--- src/hw/rtl/skvn_pkg.sv ---
// Package for the sorted key/value node: node size, field types, command and status codes,
// and the link record passed from cell to cell. No dependencies.
`default_nettype none
package skvn_pkg;

  localparam int ORDER   = 16;
  localparam int CNT_W   = $clog2(ORDER + 1);
  localparam int KEY_W   = 64;
  localparam int VAL_W   = 64;
  localparam int ENTRY_W = 4;

  typedef logic signed [KEY_W-1:0] key_t;
  typedef logic [VAL_W-1:0]        val_t;
  typedef logic [CNT_W-1:0]        cnt_t;

  typedef enum logic {
    CMD_INSERT = 1'b0,
    CMD_LOOKUP = 1'b1
  } cmd_t;

  typedef enum logic [2:0] {
    ST_INSERTED = 3'd0,
    ST_DUP      = 3'd1,
    ST_FULL     = 3'd2,
    ST_HIT      = 3'd3,
    ST_MISS     = 3'd4
  } status_t;

  // What a cell hands to its upper neighbor every cycle
  typedef struct packed {
    logic valid;
    logic less;
    key_t key;
    val_t value;
  } cell_link_t;

endpackage
`default_nettype wire

--- src/hw/rtl/skvn_if.sv ---
// Handshake channels of the sorted key/value node: request and result.
// Depends on skvn_pkg.
`default_nettype none
interface skvn_req_if;
  logic             valid;
  logic             ready;
  skvn_pkg::cmd_t   command;
  skvn_pkg::key_t   search_key;
  skvn_pkg::val_t   entry_value;

  modport source (output valid, command, search_key, entry_value, input ready);
  modport sink   (input valid, command, search_key, entry_value, output ready);
endinterface

interface skvn_rsp_if;
  logic                          valid;
  logic                          ready;
  skvn_pkg::status_t             status;
  skvn_pkg::val_t                found_value;
  logic [skvn_pkg::ENTRY_W-1:0]  entry_count;
  logic                          has_room;

  modport source (output valid, status, found_value, entry_count, has_room, input ready);
  modport sink   (input valid, status, found_value, entry_count, has_room, output ready);
endinterface
`default_nettype wire

--- src/hw/rtl/skvn_cell.sv ---
// One slot of the sorted node: holds a key/value pair and a live bit, compares against
// the presented key and shifts in from its lower neighbor on insert. Depends on skvn_pkg.
`default_nettype none
module skvn_cell (
  input  wire                   clk,
  input  wire                   rst_n,
  input  wire                   ins_en,
  input  skvn_pkg::key_t        key_in,
  input  skvn_pkg::val_t        value_in,
  input  skvn_pkg::cell_link_t  prev,
  output skvn_pkg::cell_link_t  link,
  output logic                  hit,
  output skvn_pkg::val_t        hit_value
);

  logic           valid_r, valid_nxt;
  skvn_pkg::key_t key_r, key_nxt;
  skvn_pkg::val_t value_r, value_nxt;
  logic           less;

  assign less      = valid_r && (key_r < key_in);
  assign hit       = valid_r && (key_r == key_in);
  assign hit_value = hit ? value_r : '0;

  assign link.valid = valid_r;
  assign link.less  = less;
  assign link.key   = key_r;
  assign link.value = value_r;

  // Slots below the insert point hold; the slot at it takes the new pair; above it shift up.
  always_comb begin
    valid_nxt = valid_r;
    key_nxt   = key_r;
    value_nxt = value_r;
    if (ins_en && !less) begin
      valid_nxt = valid_r || prev.less || prev.valid;
      if (prev.less) begin
        key_nxt   = key_in;
        value_nxt = value_in;
      end else begin
        key_nxt   = prev.key;
        value_nxt = prev.value;
      end
    end
  end

  always_ff @(posedge clk) begin
    if (!rst_n) begin
      valid_r <= 1'b0;
    end else begin
      valid_r <= valid_nxt;
    end
  end

  always_ff @(posedge clk) begin
    key_r   <= key_nxt;
    value_r <= value_nxt;
  end

endmodule
`default_nettype wire

--- src/hw/rtl/sorted_key_value_node_unit.sv ---
// Sorted key/value node built as a row of compare-and-shift cells.
// Latency: the result is registered and appears in the cycle after the request item is accepted.
// Throughput: one item per cycle while out_item is ready; all cells compare and shift in the same cycle.
// Reset clears the entry count, the cell live bits and the result valid; stored keys
// and values are left as they are and are never read until written.
`default_nettype none
module sorted_key_value_node_unit (
  input wire            clk,
  input wire            rst_n,
  skvn_req_if.sink      in_item,
  skvn_rsp_if.source    out_item
);

  localparam skvn_pkg::cnt_t FULL_CNT = skvn_pkg::CNT_W'(skvn_pkg::ORDER - 1);
  localparam skvn_pkg::cnt_t ROOM_MAX = skvn_pkg::CNT_W'(skvn_pkg::ORDER - 2);

  skvn_pkg::cell_link_t link [skvn_pkg::ORDER+1];
  logic [skvn_pkg::ORDER-1:0] hit;
  skvn_pkg::val_t hit_value [skvn_pkg::ORDER];

  skvn_pkg::cnt_t    count_r, count_nxt;
  logic              out_valid_r, out_valid_nxt;
  skvn_pkg::status_t status_r, status_nxt;
  skvn_pkg::val_t    found_r, found_nxt;
  logic [skvn_pkg::ENTRY_W-1:0] entry_r, entry_nxt;
  logic              room_r, room_nxt;

  logic           accept;
  logic           any_hit;
  logic           full;
  logic           ins_en;
  skvn_pkg::val_t found_any;

  assign in_item.ready = !out_valid_r || out_item.ready;
  assign accept        = in_item.valid && in_item.ready;

  // Below slot 0 sits a virtual entry smaller than every key
  assign link[0].valid = 1'b1;
  assign link[0].less  = 1'b1;
  assign link[0].key   = '0;
  assign link[0].value = '0;

  assign any_hit = |hit;
  assign full    = (count_r >= FULL_CNT);
  assign ins_en  = accept && (in_item.command == skvn_pkg::CMD_INSERT) && !any_hit && !full;

  for (genvar i = 0; i < skvn_pkg::ORDER; i++) begin : g_cell
    skvn_cell u_cell (
      .clk       (clk),
      .rst_n     (rst_n),
      .ins_en    (ins_en),
      .key_in    (in_item.search_key),
      .value_in  (in_item.entry_value),
      .prev      (link[i]),
      .link      (link[i+1]),
      .hit       (hit[i]),
      .hit_value (hit_value[i])
    );
  end

  // Live keys are unique, so at most one cell drives a nonzero value
  always_comb begin
    found_any = '0;
    for (int i = 0; i < skvn_pkg::ORDER; i++) begin
      found_any = found_any | hit_value[i];
    end
  end

  always_comb begin
    count_nxt = ins_en ? count_r + skvn_pkg::CNT_W'(1) : count_r;
  end

  always_comb begin
    status_nxt = status_r;
    found_nxt  = found_r;
    entry_nxt  = entry_r;
    room_nxt   = room_r;
    if (accept) begin
      found_nxt = '0;
      if (in_item.command == skvn_pkg::CMD_INSERT) begin
        if (any_hit) begin
          status_nxt = skvn_pkg::ST_DUP;
        end else if (full) begin
          status_nxt = skvn_pkg::ST_FULL;
        end else begin
          status_nxt = skvn_pkg::ST_INSERTED;
        end
      end else begin
        if (any_hit) begin
          status_nxt = skvn_pkg::ST_HIT;
          found_nxt  = found_any;
        end else begin
          status_nxt = skvn_pkg::ST_MISS;
        end
      end
      entry_nxt = count_nxt[skvn_pkg::ENTRY_W-1:0];
      room_nxt  = (count_nxt <= ROOM_MAX);
    end
  end

  always_comb begin
    out_valid_nxt = out_valid_r;
    if (accept) begin
      out_valid_nxt = 1'b1;
    end else if (out_item.ready) begin
      out_valid_nxt = 1'b0;
    end
  end

  always_ff @(posedge clk) begin
    if (!rst_n) begin
      count_r     <= '0;
      out_valid_r <= 1'b0;
    end else begin
      count_r     <= count_nxt;
      out_valid_r <= out_valid_nxt;
    end
  end

  always_ff @(posedge clk) begin
    status_r <= status_nxt;
    found_r  <= found_nxt;
    entry_r  <= entry_nxt;
    room_r   <= room_nxt;
  end

  assign out_item.valid       = out_valid_r;
  assign out_item.status      = status_r;
  assign out_item.found_value = found_r;
  assign out_item.entry_count = entry_r;
  assign out_item.has_room    = room_r;

endmodule
`default_nettype wire
--- src/flat_wrapper.sv ---
// flat-port wrapper written by rule: the top's interface ports become plain ports
module sorted_key_value_node_unit_flat 
  (clk, rst_n, in_item_valid, in_item_command, in_item_search_key, in_item_entry_value, in_item_ready, out_item_valid, out_item_status, out_item_found_value, out_item_entry_count, out_item_has_room, out_item_ready);
  skvn_req_if in_item_i ();
  skvn_rsp_if out_item_i ();
  input wire clk;
  input wire rst_n;
  input wire logic [$bits(in_item_i.valid)-1:0] in_item_valid;
  input wire logic [$bits(in_item_i.command)-1:0] in_item_command;
  input wire logic [$bits(in_item_i.search_key)-1:0] in_item_search_key;
  input wire logic [$bits(in_item_i.entry_value)-1:0] in_item_entry_value;
  output wire logic [$bits(in_item_i.ready)-1:0] in_item_ready;
  output wire logic [$bits(out_item_i.valid)-1:0] out_item_valid;
  output wire logic [$bits(out_item_i.status)-1:0] out_item_status;
  output wire logic [$bits(out_item_i.found_value)-1:0] out_item_found_value;
  output wire logic [$bits(out_item_i.entry_count)-1:0] out_item_entry_count;
  output wire logic [$bits(out_item_i.has_room)-1:0] out_item_has_room;
  input wire logic [$bits(out_item_i.ready)-1:0] out_item_ready;
  assign in_item_i.valid = in_item_valid;
  assign in_item_i.command = in_item_command;
  assign in_item_i.search_key = in_item_search_key;
  assign in_item_i.entry_value = in_item_entry_value;
  assign in_item_ready = in_item_i.ready;
  assign out_item_valid = out_item_i.valid;
  assign out_item_status = out_item_i.status;
  assign out_item_found_value = out_item_i.found_value;
  assign out_item_entry_count = out_item_i.entry_count;
  assign out_item_has_room = out_item_i.has_room;
  assign out_item_i.ready = out_item_ready;
  sorted_key_value_node_unit u_core (.clk(clk), .rst_n(rst_n), .in_item(in_item_i), .out_item(out_item_i));
endmodule
--- config.mk ---
export PLATFORM = sky130hd
export DESIGN_NAME = sorted_key_value_node_unit_flat
export DESIGN_NICKNAME = d
export VERILOG_FILES = /design/src/hw/rtl/skvn_pkg.sv /design/src/hw/rtl/skvn_if.sv /design/src/hw/rtl/skvn_cell.sv /design/src/hw/rtl/sorted_key_value_node_unit.sv /design/src/flat_wrapper.sv
export SDC_FILE = /design/constraint.sdc
export NUM_CORES = 2
export LEC_CHECK = 0
export BUFFER_PORTS_ARGS = -buffer_cell sky130_fd_sc_hd__buf_2
export CAP_MARGIN = 20
export CORE_MARGIN = 2
export CORE_UTILIZATION = 40
export CTS_BUF_LIST = sky130_fd_sc_hd__clkbuf_4 sky130_fd_sc_hd__clkbuf_8
export DETAILED_ROUTE_END_ITERATION = 8
export PLACE_DENSITY = 0.52
export SLEW_MARGIN = 10
export SYNTH_ARGS = -nofsm -noshare
export SYNTH_HDL_FRONTEND = slang
export SYNTH_HIERARCHICAL = 1
export SYNTH_SLANG_ARGS = --single-unit
--- constraint.sdc ---
create_clock -name clk -period 16.8 [get_ports clk]
set_clock_uncertainty 0.2 [all_clocks]
set_input_delay 1.68 -clock clk [delete_from_list [all_inputs] [get_ports clk]]
set_output_delay 1.68 -clock clk [all_outputs]
set_load 0.02 [all_outputs]
**After elaboration in Yosys (flattened, before gate mapping)**

Cells that the tools add are included.

- Muxes and demuxes: 53
- Reductions and logical operators: 105
- Add/subtract/negate cells: 1
- Equal/unequal tests: 16
- Order comparisons: 18
- Bitwise logic cells: 16

Operators with widths:

| cell | number |
|---|---|
| $mux 64 | 46 |
| $eq 64x64->1 | 16 |
| $lt 64x64->1 | 16 |
| $or 64x64->64 | 15 |
| $logic_and 1x1->1 | 52 |
| $logic_or 1x1->1 | 31 |
| $logic_not 1->1 | 19 |
| $reduce_or 16->1 | 1 |
| $mux 3 | 3 |
| $add 5x1->5 const B | 1 |
| $ge 5x4->1 const B | 1 |
| $le 5x4->1 const B | 1 |
| $mux 5 | 1 |
| $mux 1 | 2 |
| $mux 2 | 1 |
| $reduce_and 2->1 | 1 |
| $reduce_bool 2->1 | 1 |
| $not 1->1 | 1 |

- Input bits: 133
- Output and inout bits: 74
- Bits in registers: 2142
- Word-level logic and storage cells: 263

**Longest topological paths before layout**

- Depth in word-level cells: 18
- Depth in mapped cells: 14
- Depth with buffers taken out: 11

**By module**

Netlist, hierarchy kept.

By module, submodules not included:

| module | seq. area each (um2) | cells each | instances | area an instance (um2) |
|---|---|---|---|---|
| skvn_cell | 3863.7 | 580 | 16 | 7487.2 |
| sorted_key_value_node_unit | 2282.2 | 461 | 1 | 4855.9 |

**Worst setup path after synthesis**

No wires, ideal clock.

- Path kind: input port to flip-flop
- From: input port in_item_search_key[46]
- To: register u_core.g_cell[0].u_cell.key_r[0], enable pin
- Slack: 2800 ps
- Buffers on the path: 2
- Required time: 15802 ps
- Cell stages on the path: 12
- Arrival: 13001 ps
- Setup time: 798 ps
- Path through: inv_1 -> ha_1 -> and4_1 -> and4bb_2 -> nand4_1 -> nor4_2 -> buf_2 -> nor4_1 -> and4_2 -> and3_2 -> buf_6 -> nor3b_1

- Word-level cells in the longest chain between the ends: 7
- Elaborated cells on any way between the ends: 40
- Those cells by class: 1 x order compare; 16 x eq/ne; 23 x reduce/logical

Ends and longest elaborated chain:

| what | line | text |
|---|---|---|
| from (decl) | flat_wrapper.sv:10 | `input wire logic [$bits(in_item_i.search_key)-1:0] in_item_search_key;` |
| $eq 64x64->1 | skvn_cell.sv:22 | `assign hit = valid_r && (key_r == key_in);` |
| $logic_and 1x1->1 | skvn_cell.sv:22 |  |
| via u_core.hit (one bit) | sorted_key_value_node_unit.sv:18 | `logic [skvn_pkg::ORDER-1:0] hit;` |
| $reduce_or 16->1 | sorted_key_value_node_unit.sv:43 | `assign any_hit = \|hit;` |
| $logic_not 1->1 | sorted_key_value_node_unit.sv:45 | `assign ins_en = accept && (in_item.command == skvn_pkg::CMD_INSERT) && !any_hit && !full;` |
| $logic_and 1x1->1 (2 in series) | sorted_key_value_node_unit.sv:45 |  |
| via u_core.ins_en | sorted_key_value_node_unit.sv:31 | `logic ins_en;` |
| $logic_and 1x1->1 | skvn_cell.sv:35 | `if (ins_en && !less) begin` |
| to (signal assigned) | skvn_cell.sv:56 | `key_r <= key_nxt;` |
| to (decl) | skvn_cell.sv:17 | `skvn_pkg::key_t key_r, key_nxt;` |

The timed path passes the listed nets, and every way through them passes these cells.
A chain may end at the register's enable or synchronous reset.

==> reports/metrics.cfg <==
[sta]
final_hold_viol_count = 0
maxSlewHeadroom = 0.232
fmax_mhz = 139
rsz0062_at_grt = no
whs_ns = 0.308
worstMarginPinSlew_ns = 1.15
fin_crit_ns = 7.19
final-setup-viol-count = 0
timing.final.crit_share = 0.428
drv_slew = 0
layout_setup_ws_ns = 9.61
finalSetupTns_ns = 0

[logic_synthesis]
postSynthAreaPerCell_um2 = 12.8
synthCells = 9738
yosys_warnings = 6
synth_area_um2 = 125000

[floorplanning]
initial_core_util = 0.403
fp.dieH_um = 562
core_um2 = 309000
die-area_um2 = 316000
die_w_um = 562
rows = 204
io_pins = 207

[clock_network]
cts_inserted_buffers = 401
clkTransAtPathRegs_ns = 0.06
worstSkewPairLatency_ns = 1.10
cts_num_sinks = 2142
postCtsHoldBufs = 0
root_buffer = clkbuf_8
cts_tree = yes
post_cts_resized = 0
post_cts_buffers = 0
clk_path_buf_depth = 4
htree_levels = 5

[global_route]
grt_usage = 0.224
grt.overflow.total = 0
antenna_found_initial = 46
grt_start_max_net_pins = 129
grt_pass1_vias = 84300
grt_pass1_wl_mm = 536

[placed_design]
io_buffers = 206
dp.cells = 13900
pre_cts_ws_ns = 8.38
place_hpwl_mm = 227
place_congestion = 0.824

[hold_path]
min_path_type = reg2reg

[route]
wl_per_cell_um = 24.6
ant_nets = 0
firstDrtPassIters = 5
vias = 80200
drt_wl_total_mm = 361
drc_errors = 0
drtIter0Drc = 5701
via_per_inst = 5.46

[pwr]
p_leak_uw = 0.0537
vdd_drop_max_mv = 0.0656
p_per_area_nw_per_um2 = 89.5

[setup_path]
worstPathMaxFanout = 49
critPathLaunchType = input port
reg2reg_from = u_core/g_cell[10].u_cell/key_r[63]$_DFFE_PP_
end_kind = flip-flop
reg2reg_to = u_core/g_cell[11].u_cell/value_r[21]$_DFFE_PP_
cp-endpoint = u_core/g_cell[11].u_cell/value_r[21]$_DFFE_PP_
startpoint = in_item_search_key[47]
worstPathArrival_ns = 7.80
reg2regPathDepth = 12
crit_required_ns = 17.41
crit_type = in2reg
worst-r2r-setup-slack_ns = 10.50

[final_layout]
fin_util = 0.448
nets = 11400
syn_to_final_growth_pct = 11.2
layout-drive-gt1-share = 0.294
finalNonFillerCells = 14700

[run]
drv_cap = 0

[status]
status = finished clean

-- state kept, by name, indices dropped and copies added, names as in the netlist --
| register | cells |
|---|---|
| u_core/g_cell.u_cell/value_r | 1024 |
| u_core/out_item.found_value | 64 |
| u_core/g_cell.u_cell/key_r | 1024 |
| u_core/out_item.has_room | 1 |
| u_core/out_item.status | 3 |
| u_core/out_item.entry_count | 4 |
| u_core/out_item.valid | 1 |
| u_core/g_cell.u_cell/valid_r | 16 |
| u_core/count_r | 5 |
-- where the power goes --
group          switching (uW)  internal, uW
clock network            2340          2680
registers                 111          6170
logic                     684           425
-- worst max-delay path: stages --
cell      delay (ns)
buf_2           0.59
inv_1           0.11
ha_1            0.33
and4_1          0.27
and4bb_2        0.31
nand4_1         0.41
nor3b_1         0.57
o41ai_1         0.15
buf_2           0.19
a311oi_1        0.38
or2_4           0.50
buf_4           0.78
buf_4           0.99
mux2_2          0.43
-- placed cells by master (no fill, tap or decap), drive strengths merged, types with 145 or more instances in the layout --
| cell | n |
|---|---|
| a21oi | 403 |
| and2 | 1026 |
| buf | 338 |
| clkbuf | 570 |
| edfxtp | 2120 |
| ha | 1026 |
| inv | 1090 |
| mux2 | 2049 |
| nand2 | 283 |
| nand4 | 161 |
| nor4 | 293 |
| o21ai | 145 |
-- per-stage QoR --
stage | total power [uW] | area, um2
floorplan | 7100 | 125000
global placement | 7440 | 131000
detailed placement | 7490 | 131000
CTS | 12600 | 139000
global route | 12900 | 139000
finish | 12400 | 139000
-- metal layers --
layer | track usage | vias up | wire [um]
li1 | - | 37000 | -
met1 | 0.290 | 40200 | 154000
met2 | 0.381 | 2225 | 173000
met3 | 0.0283 | 691 | 19900
met4 | 0.0852 | 12 | 13800
met5 | 0 | - | 80
-- final cells by class --
cell class | instances | area, um2
Multi-Input combinational cell | 6273 | 55400
Clock buffer | 570 | 6880
Tap cell | 4120 | 5150
Sequential cell | 2142 | 64100
Antenna cell | 16 | 40.0
Fill cell | 28300 | 171000
Inverter | 1077 | 4050
Timing Repair Buffer | 338 | 2140
Clock inverter | 155 | 855
-- how the worst min path moves through the flow --
stage	startpoint	to	slack, ns	cells after the start
CTS	u_core/count_r[4]$_SDFF_PN0_	u_core/count_r[4]$_SDFF_PN0_	0.31	2
detailed placement	u_core/count_r[4]$_SDFF_PN0_	u_core/count_r[4]$_SDFF_PN0_	0.30	2
global route	u_core/count_r[4]$_SDFF_PN0_	u_core/count_r[4]$_SDFF_PN0_	0.34	2
global placement	u_core/count_r[4]$_SDFF_PN0_	u_core/count_r[4]$_SDFF_PN0_	0.30	2
finish	u_core/count_r[4]$_SDFF_PN0_	u_core/count_r[4]$_SDFF_PN0_	0.31	2
floorplan	u_core/count_r[4]$_SDFF_PN0_	u_core/count_r[4]$_SDFF_PN0_	0.27	2
Power figures use the tool's default switching activity.
